`config.mk`:
```
export PLATFORM = sky130hd
export DESIGN_NAME = jpeg_marker_stream_parser
export DESIGN_NICKNAME = d
export VERILOG_FILES = /design/src/hw/rtl/jmsp_pkg.sv /design/src/hw/rtl/jmsp_out_buf.sv /design/src/hw/rtl/jpeg_marker_stream_parser.sv
export SDC_FILE = /design/constraint.sdc
export NUM_CORES = 1
export LEC_CHECK = 0
export ABC_AREA = 1
export BUFFER_PORTS_ARGS = -buffer_cell sky130_fd_sc_hd__buf_2
export CAP_MARGIN = 20
export CORE_ASPECT_RATIO = 1.1
export CORE_MARGIN = 2
export CORE_UTILIZATION = 45
export DETAILED_ROUTE_END_ITERATION = 16
export GPL_TIMING_DRIVEN = 0
export HOLD_SLACK_MARGIN = 0.15
export MAX_ROUTING_LAYER = met4
export PLACE_DENSITY_LB_ADDON = 0.15
export SLEW_MARGIN = 10
export SYNTH_ARGS = -nofsm -noshare
export SYNTH_HDL_FRONTEND = slang
export SYNTH_SLANG_ARGS = --single-unit
```
`constraint.sdc`:
```
create_clock -name i_clk -period 6 [get_ports i_clk]
set_clock_uncertainty 0.15 [all_clocks]
set_input_delay 1.2 -clock i_clk [delete_from_list [all_inputs] [get_ports i_clk]]
set_output_delay 1.2 -clock i_clk [all_outputs]
set_load 0.01 [all_outputs]
```
`src/hw/rtl/jmsp_pkg.sv`:
```
`default_nettype none

package jmsp_pkg;

    // Parser phases.
    typedef enum logic [3:0] {
        PH_SOI0    = 4'd0,
        PH_SOI1    = 4'd1,
        PH_MARK0   = 4'd2,
        PH_MARK1   = 4'd3,
        PH_LENHI   = 4'd4,
        PH_LENLO   = 4'd5,
        PH_PAYLOAD = 4'd6,
        PH_SCAN    = 4'd7,
        PH_SCANFF  = 4'd8,
        PH_IDLE    = 4'd9
    } t_phase;

    typedef enum logic [2:0] {
        KIND_NONE    = 3'd0,
        KIND_PAYLOAD = 3'd1,
        KIND_ENTROPY = 3'd2,
        KIND_RESTART = 3'd3,
        KIND_EOI     = 3'd4,
        KIND_ERROR   = 3'd5
    } t_kind;

    typedef enum logic [2:0] {
        ERR_NONE     = 3'd0,
        ERR_BAD_SOI  = 3'd1,
        ERR_NO_FF    = 3'd2,
        ERR_PROGRESS = 3'd3,
        ERR_UNSUP    = 3'd4
    } t_err;

    typedef enum logic [1:0] {
        SC_FWD   = 2'd0,
        SC_DROP  = 2'd1,
        SC_PROG  = 2'd2,
        SC_UNSUP = 2'd3
    } t_seg_class;

    localparam logic [7:0] MK_PREFIX = 8'hff;
    localparam logic [7:0] MK_SOI    = 8'hd8;
    localparam logic [7:0] MK_EOI    = 8'hd9;
    localparam logic [7:0] MK_SOS    = 8'hda;
    localparam logic [7:0] MK_RST0   = 8'hd0;
    localparam logic [7:0] MK_RST7   = 8'hd7;
    localparam logic [7:0] MK_COM    = 8'hfe;
    localparam logic [7:0] MK_APP0   = 8'he0;
    localparam logic [7:0] MK_APP15  = 8'hef;
    localparam logic [7:0] MK_DQT    = 8'hdb;
    localparam logic [7:0] MK_SOF0   = 8'hc0;
    localparam logic [7:0] MK_DHT    = 8'hc4;
    localparam logic [7:0] MK_SOF2   = 8'hc2;
    localparam logic [7:0] STUFF     = 8'h00;

    typedef struct packed {
        logic [7:0] data_byte;
        logic       new_file;
    } t_in_beat;

    typedef struct packed {
        t_kind       kind;
        logic [7:0]  data_value;
        logic [7:0]  segment_code;
        logic [15:0] payload_index;
        logic        segment_last;
        t_err        error_code;
    } t_out_beat;

    function automatic t_seg_class classify(input logic [7:0] code);
        t_seg_class cls;
        if ((code >= MK_APP0 && code <= MK_APP15) || code == MK_COM) begin
            cls = SC_DROP;
        end else if (code == MK_DQT || code == MK_SOF0 || code == MK_SOS
                     || code == MK_DHT) begin
            cls = SC_FWD;
        end else if (code == MK_SOF2) begin
            cls = SC_PROG;
        end else begin
            cls = SC_UNSUP;
        end
        return cls;
    endfunction

endpackage

`default_nettype wire

```
`src/hw/rtl/jmsp_out_buf.sv`:
```
`default_nettype none

module jmsp_out_buf
    import jmsp_pkg::*;
(
    input  wire logic      i_clk,
    input  wire logic      i_rst_n,
    input  wire logic      i_push,
    input  wire t_out_beat i_push_beat,
    output logic           o_can_push,
    output logic           o_out_valid,
    input  wire logic      i_out_ready,
    output t_out_beat      o_out_beat
);

    // Main output register plus one skid entry, so the upstream side may
    // push in the cycle in which a result is still waiting downstream.
    logic      r_main_valid;
    logic      r_skid_valid;
    t_out_beat r_main;
    t_out_beat r_skid;
    logic      pop;

    assign pop         = r_main_valid && i_out_ready;
    assign o_can_push  = !r_skid_valid;
    assign o_out_valid = r_main_valid;
    assign o_out_beat  = r_main;

    always_ff @(posedge i_clk) begin
        if (!i_rst_n) begin
            r_main_valid <= 1'b0;
            r_skid_valid <= 1'b0;
        end else if (pop) begin
            if (r_skid_valid) begin
                r_skid_valid <= 1'b0;
            end else begin
                r_main_valid <= i_push;
            end
        end else if (i_push) begin
            if (!r_main_valid) begin
                r_main_valid <= 1'b1;
            end else begin
                r_skid_valid <= 1'b1;
            end
        end
    end

    always_ff @(posedge i_clk) begin
        if (pop) begin
            if (r_skid_valid) begin
                r_main <= r_skid;
            end else if (i_push) begin
                r_main <= i_push_beat;
            end
        end else if (i_push) begin
            if (!r_main_valid) begin
                r_main <= i_push_beat;
            end else begin
                r_skid <= i_push_beat;
            end
        end
    end

endmodule

`default_nettype wire

```
`src/hw/rtl/jpeg_marker_stream_parser.sv`:
```
`default_nettype none

// JPEG marker stream parser. The block takes a JPEG file one byte per input
// beat and returns exactly one result beat for every byte, in order. It
// checks the SOI marker, then walks the marker segments (FF, marker code,
// 16-bit big-endian length, payload). Payload bytes of DQT, SOF0, SOS and
// DHT are forwarded with their position and a last flag; APPn and COM
// payload is dropped; SOF2 and any other code raise an error when the
// segment ends. After SOS the entropy-coded bytes are unstuffed and restart
// markers are reported; any other marker ends the scan. EOI ends the image,
// and after an error or EOI bytes yield empty results until new_file marks
// the first byte of a new file. Throughput is one byte per clock cycle:
// the parser state is updated in a single pass when a beat is accepted,
// and the result is registered into a two-entry output buffer, so input
// ready only drops while both buffer entries are occupied.
module jpeg_marker_stream_parser
    import jmsp_pkg::*;
(
    input  wire logic      i_clk,
    input  wire logic      i_rst_n,
    input  wire logic      i_in_valid,
    output logic           o_in_ready,
    input  wire t_in_beat  i_in_beat,
    output logic           o_out_valid,
    input  wire logic      i_out_ready,
    output t_out_beat      o_out_beat
);

    // Parser state.
    t_phase     r_phase;
    logic [7:0] r_marker;
    logic [15:0] r_bytes_left;
    logic [15:0] r_byte_pos;
    logic [7:0] r_len_high;
    t_seg_class r_class;

    t_phase     n_phase;
    logic [7:0] n_marker;
    logic [15:0] n_bytes_left;
    logic [15:0] n_byte_pos;
    logic [7:0] n_len_high;
    t_seg_class n_class;

    // State as seen by the current byte: a new file clears everything first.
    t_phase     cur_phase;
    logic [7:0] cur_marker;
    logic [15:0] cur_bytes_left;
    logic [15:0] cur_byte_pos;
    logic [7:0] cur_len_high;
    t_seg_class cur_class;

    logic [7:0]  in_byte;
    logic        accept;
    logic        can_push;
    logic [15:0] seg_len;
    logic [15:0] left_dec;
    logic        class_bad;
    t_phase      seg_end_phase;
    t_err        seg_end_err;
    t_out_beat   res;

    assign in_byte    = i_in_beat.data_byte;
    assign o_in_ready = can_push;
    assign accept     = i_in_valid && can_push;

    always_comb begin
        if (i_in_beat.new_file) begin
            cur_phase      = PH_SOI0;
            cur_marker     = 8'h00;
            cur_bytes_left = 16'd0;
            cur_byte_pos   = 16'd0;
            cur_len_high   = 8'h00;
            cur_class      = SC_FWD;
        end else begin
            cur_phase      = r_phase;
            cur_marker     = r_marker;
            cur_bytes_left = r_bytes_left;
            cur_byte_pos   = r_byte_pos;
            cur_len_high   = r_len_high;
            cur_class      = r_class;
        end
    end

    assign seg_len  = {cur_len_high, in_byte};
    assign left_dec = cur_bytes_left - 16'd1;

    // Where a finished segment leads: a progressive or unsupported segment
    // is reported as an error, otherwise the scan or the next marker follows.
    assign class_bad = (cur_class == SC_PROG) || (cur_class == SC_UNSUP);
    always_comb begin
        if (class_bad) begin
            seg_end_phase = PH_IDLE;
        end else if (cur_marker == MK_SOS) begin
            seg_end_phase = PH_SCAN;
        end else begin
            seg_end_phase = PH_MARK0;
        end
        seg_end_err = (cur_class == SC_PROG) ? ERR_PROGRESS : ERR_UNSUP;
    end

    // Next-state logic.
    always_comb begin
        n_phase      = cur_phase;
        n_marker     = cur_marker;
        n_bytes_left = cur_bytes_left;
        n_byte_pos   = cur_byte_pos;
        n_len_high   = cur_len_high;
        n_class      = cur_class;
        unique case (cur_phase)
            PH_SOI0: begin
                n_phase = (in_byte == MK_PREFIX) ? PH_SOI1 : PH_IDLE;
            end
            PH_SOI1: begin
                n_phase = (in_byte == MK_SOI) ? PH_MARK0 : PH_IDLE;
            end
            PH_MARK0: begin
                n_phase = (in_byte == MK_PREFIX) ? PH_MARK1 : PH_IDLE;
            end
            PH_MARK1: begin
                n_marker = in_byte;
                if (in_byte == MK_EOI) begin
                    n_phase = PH_IDLE;
                end else begin
                    n_class = classify(in_byte);
                    n_phase = PH_LENHI;
                end
            end
            PH_LENHI: begin
                n_len_high = in_byte;
                n_phase    = PH_LENLO;
            end
            PH_LENLO: begin
                n_byte_pos = 16'd0;
                if (seg_len < 16'd2) begin
                    n_phase = PH_IDLE;
                end else begin
                    n_bytes_left = seg_len - 16'd2;
                    n_phase = (seg_len == 16'd2) ? seg_end_phase : PH_PAYLOAD;
                end
            end
            PH_PAYLOAD: begin
                n_byte_pos   = cur_byte_pos + 16'd1;
                n_bytes_left = left_dec;
                if (left_dec == 16'd0) begin
                    n_phase = seg_end_phase;
                end
            end
            PH_SCAN: begin
                if (in_byte == MK_PREFIX) begin
                    n_phase = PH_SCANFF;
                end
            end
            PH_SCANFF: begin
                if (in_byte == STUFF) begin
                    n_phase = PH_SCAN;
                end else if (in_byte >= MK_RST0 && in_byte <= MK_RST7) begin
                    n_phase = PH_SCAN;
                end else begin
                    // Any other marker ends the scan and starts a segment.
                    n_marker = in_byte;
                    if (in_byte == MK_EOI) begin
                        n_phase = PH_IDLE;
                    end else begin
                        n_class = classify(in_byte);
                        n_phase = PH_LENHI;
                    end
                end
            end
            default: begin
                n_phase = PH_IDLE;
            end
        endcase
    end

    // Result logic.
    always_comb begin
        res               = '0;
        res.kind          = KIND_NONE;
        res.error_code    = ERR_NONE;
        res.segment_code  = n_marker;
        unique case (cur_phase)
            PH_SOI0: begin
                if (in_byte != MK_PREFIX) begin
                    res.kind       = KIND_ERROR;
                    res.error_code = ERR_BAD_SOI;
                end
            end
            PH_SOI1: begin
                if (in_byte != MK_SOI) begin
                    res.kind       = KIND_ERROR;
                    res.error_code = ERR_BAD_SOI;
                end
            end
            PH_MARK0: begin
                if (in_byte != MK_PREFIX) begin
                    res.kind       = KIND_ERROR;
                    res.error_code = ERR_NO_FF;
                end
            end
            PH_MARK1: begin
                if (in_byte == MK_EOI) begin
                    res.kind = KIND_EOI;
                end
            end
            PH_LENLO: begin
                if (seg_len < 16'd2) begin
                    res.kind       = KIND_ERROR;
                    res.error_code = ERR_UNSUP;
                end else if (seg_len == 16'd2 && class_bad) begin
                    res.kind       = KIND_ERROR;
                    res.error_code = seg_end_err;
                end
            end
            PH_PAYLOAD: begin
                if (cur_class == SC_FWD) begin
                    res.kind          = KIND_PAYLOAD;
                    res.data_value    = in_byte;
                    res.payload_index = cur_byte_pos;
                    res.segment_last  = (cur_bytes_left <= 16'd1)
                                        || (left_dec == 16'd0);
                end else if (left_dec == 16'd0 && class_bad) begin
                    res.kind       = KIND_ERROR;
                    res.error_code = seg_end_err;
                end
            end
            PH_SCAN: begin
                if (in_byte != MK_PREFIX) begin
                    res.kind       = KIND_ENTROPY;
                    res.data_value = in_byte;
                end
            end
            PH_SCANFF: begin
                if (in_byte == STUFF) begin
                    res.kind       = KIND_ENTROPY;
                    res.data_value = MK_PREFIX;
                end else if (in_byte >= MK_RST0 && in_byte <= MK_RST7) begin
                    res.kind       = KIND_RESTART;
                    res.data_value = {5'd0, in_byte[2:0]};
                end else if (in_byte == MK_EOI) begin
                    res.kind = KIND_EOI;
                end
            end
            default: begin
                res.kind = KIND_NONE;
            end
        endcase
    end

    always_ff @(posedge i_clk) begin
        if (!i_rst_n) begin
            r_phase      <= PH_SOI0;
            r_marker     <= 8'h00;
            r_bytes_left <= 16'd0;
            r_byte_pos   <= 16'd0;
            r_len_high   <= 8'h00;
            r_class      <= SC_FWD;
        end else if (accept) begin
            r_phase      <= n_phase;
            r_marker     <= n_marker;
            r_bytes_left <= n_bytes_left;
            r_byte_pos   <= n_byte_pos;
            r_len_high   <= n_len_high;
            r_class      <= n_class;
        end
    end

    jmsp_out_buf u_out_buf (
        .i_clk       (i_clk),
        .i_rst_n     (i_rst_n),
        .i_push      (accept),
        .i_push_beat (res),
        .o_can_push  (can_push),
        .o_out_valid (o_out_valid),
        .i_out_ready (i_out_ready),
        .o_out_beat  (o_out_beat)
    );

endmodule

`default_nettype wire
```
==> results_dict.tcl <==
set metrics [dict create \
    status "completed" \
    grt_pass1_vias 6830 \
    placed_cells 1320 \
    postCtsSetupBuffers 0 \
    power_density_nw_per_um2 272.1 \
    synth_edf_count 78 \
    crit_path_end_kind "flip-flop" \
    synth_top_area_cell "edfxtp_1" \
    clockBufferDepth 2 \
    ff2ff_path_depth 7 \
    htree_levels 4 \
    drc_errors 0 \
    min_period_ns 3.484 \
    yosysSeqAreaShare_pct 43.92 \
    grt_overflow 0 \
    antenna_found_initial 0 \
    cts_hold_buf 0 \
    setup_viol 0 \
    cpMostUsedCell "buf_4" \
    post_cts_resized 0 \
    fin_hold_ws_ns 0.3153 \
    die_area_sq_um 18600 \
    dieHeight_um 142.8 \
    place_ws_ns 2.099 \
    vias 7279 \
    worstSetupStartpointType "input pin" \
    mappedNetlistArea_sq_um 7885 \
    portBuffers 52 \
    vias_per_cell 5.384 \
    synth_ff_type "edfxtp_1" \
    hold_class "reg2reg" \
    die_x_um 130.2 \
    synth_xor_area_share_pct 0.9997 \
    synth.most_common_cell "nand2_1" \
    cts.sinks 134 \
    syn_nets 1048 \
    synth_area_leaders "edfxtp_1, dfxtp_1, nand2_1" \
    critical_path.max_fanout 12 \
    dpl.hpwl_um 17390 \
    dr.pass1.iters 5 \
    synth-simple-area-share_pct 27.93 \
    grt_pass1_wl_um 36800 \
    ant_nets 0 \
    synthMuxAreaShare_pct 1.396 \
    critPathKind "in2reg" \
    grt_usage_pct 27.11 \
    setup_ws_ns 2.516 \
    layout.cells.non_filler 1352 \
    finalWirelength_um 23380 \
    arrival_ns 3.46 \
    crit_required_ns 5.98 \
    n_antenna_cell 0 \
    drv_cap 0 \
    drv_slew 0 \
    core-area_sq_um 17080 \
    max_freq_ghz 0.2870 \
    holdPathStages 2 \
    root_buffer "clkbuf_16" \
    hold_viol_final 0 \
    maxSlewHeadroom_pct 38.51 \
    rsz0062_at_grt "false" \
    ys_types 54 \
    first_iter_violations 569 \
    worst_slew_pin_slew_ns 0.9174 \
    yosys_warnings 0 \
    p_leak_nw 4.011 \
    synth_cells 1030 \
    synth_compound_area_share_pct 15.57 \
    ir_worst_vdd_uv 189.2 \
    syn2layout_area_growth_pct 15.42 \
    yosys.area_share.adder_pct 0.7934 \
    slowest_stage "nor3_2" \
    synth.ff_latch_count 134 \
    grt_max_degree 30 \
    synth_commonest_cells "nand2_1, inv_1, nor2_1, edfxtp_1, o21ai_0" \
    cts_tree "built" \
    async_flop_share_pct 0 \
    dpl_cell_area_sq_um 8497 \
    gp_congestion 1.005 \
    wire_per_inst_um 17.29 \
    design_area_sq_um 9101 \
    rows 50 \
    synth_top_family_by_area "simple AND/OR/NAND/NOR gates" \
    postLayoutCoreUtil_pct 53.29 \
    cpPeakStageDelay_ns 0.76 \
    final_nets 1123 \
    clock_latency_ns 0.44 \
    num-fill-cells 1682 \
    io_pins 54 \
    numCtsBuffers 17 \
    period_share_pct 58.07 \
    drive_gt1_share_pct 15.83 \
    synth_top_area_share_pct 29.70 \
    worstPathCellList "buf_2 -> nand2_1 -> clkbuf_1 -> nor3_2 -> buf_4 -> buf_4 -> buf_4" \
    start_util_pct 46.17 \
    syn_avg_cell_area_sq_um 7.655 \
    clk_pin_slew_ns 0.06 \
]
## routing by layer
metal | GRT usage (%) | share of wire, %
met3 | 5.133 | 7.2
met1 | 33.50 | 43
met4 | 12.73 | 3.8
met5 | - | 0
met2 | 42.85 | 46
## metrics by stage
stage | power [mW] | setup TNS (ns)
after global placement | 1.412 | -16.50
after CTS | 2.485 | 0
after floorplan | 1.301 | 0
final | 2.477 | 0
after detailed placement | 1.414 | 0
after global routing | 2.570 | 0
## sequential cells by signal, indices dropped and copies added, names as in the netlist
signal,cells
u_out_buf.o_out_beat,39
u_out_buf.r_skid,39
r_byte_pos,16
r_bytes_left,16
r_len_high,8
r_marker,8
r_phase,4
r_class,2
u_out_buf.o_out_valid,1
u_out_buf.r_skid_valid,1
## layout by cell type, fill, tap and decap left out, types with 8 or more instances in the layout
master / n
a31oi_1: 9
buf_2: 61
a21oi_1: 44
inv_2: 8
clkbuf_1: 23
o21ai_0: 71
nand2_2: 16
dfxtp_1: 56
inv_1: 123
edfxtp_1: 78
o211ai_1: 22
nor2_1: 96
o21ai_2: 11
nand2_1: 253
o21ai_1: 18
nor3_1: 16
nand4_1: 10
or2_2: 8
clkbuf_16: 17
mux2i_1: 11
nor2_2: 9
xor2_1: 9
nand3_1: 57
a41oi_1: 10
## cell type report
class | count | area, sq um | share of cell area (%)
repair buffers | 56 | 302.8 | 3.327
multi-input cells | 721 | 3697 | 40.62
plain buffers | 41 | 231.5 | 2.543
clock inverters | 13 | 171.4 | 1.883
flip-flops and latches | 134 | 3463 | 38.05
well taps | 234 | 292.8 | 3.217
inverters | 134 | 509.2 | 5.595
clock buffers | 19 | 432.9 | 4.757
## power breakdown
part | leakage [nW] | internal (mW) | total [mW] | switching, mW
combinational | 2.56 | 0.108 | 0.349 | 0.241
clock | 0.289 | 0.658 | 1.08 | 0.418
sequential | 1.17 | 1.03 | 1.05 | 0.0241
## worst paths after layout
| kind | startpoint | to | slack (ns) |
|---|---|---|---|
| max | i_in_valid | u_out_buf.r_skid[7] | 2.52 |
| min | r_byte_pos[15] | r_byte_pos[15] | 0.32 |
| max reg2reg | u_out_buf.r_skid_valid | u_out_buf.r_skid[7] | 3.00 |
| min reg2reg | r_byte_pos[15] | r_byte_pos[15] | 0.32 |
## kinds of logic (layout without fill, tap and decap cells)
kind of cell               count (synthesis)  count (layout)
AOI/OAI and AO/OA                        206             206
xor gates and xnor gates                   9               9
adders and majority gates                  5               5
buffers and inverters                    175             263
DFF                                      134             134
muxes                                     11              11
and+or+nand+nor                          490             490
## critical path: cells and delay by family
| family | cells | cell delay (ns) |
|---|---|---|
| simple gates | 2 | 1.06 |
| buf+inv | 5 | 1.18 |
Note: power is estimated with default switching activity, not from simulation.
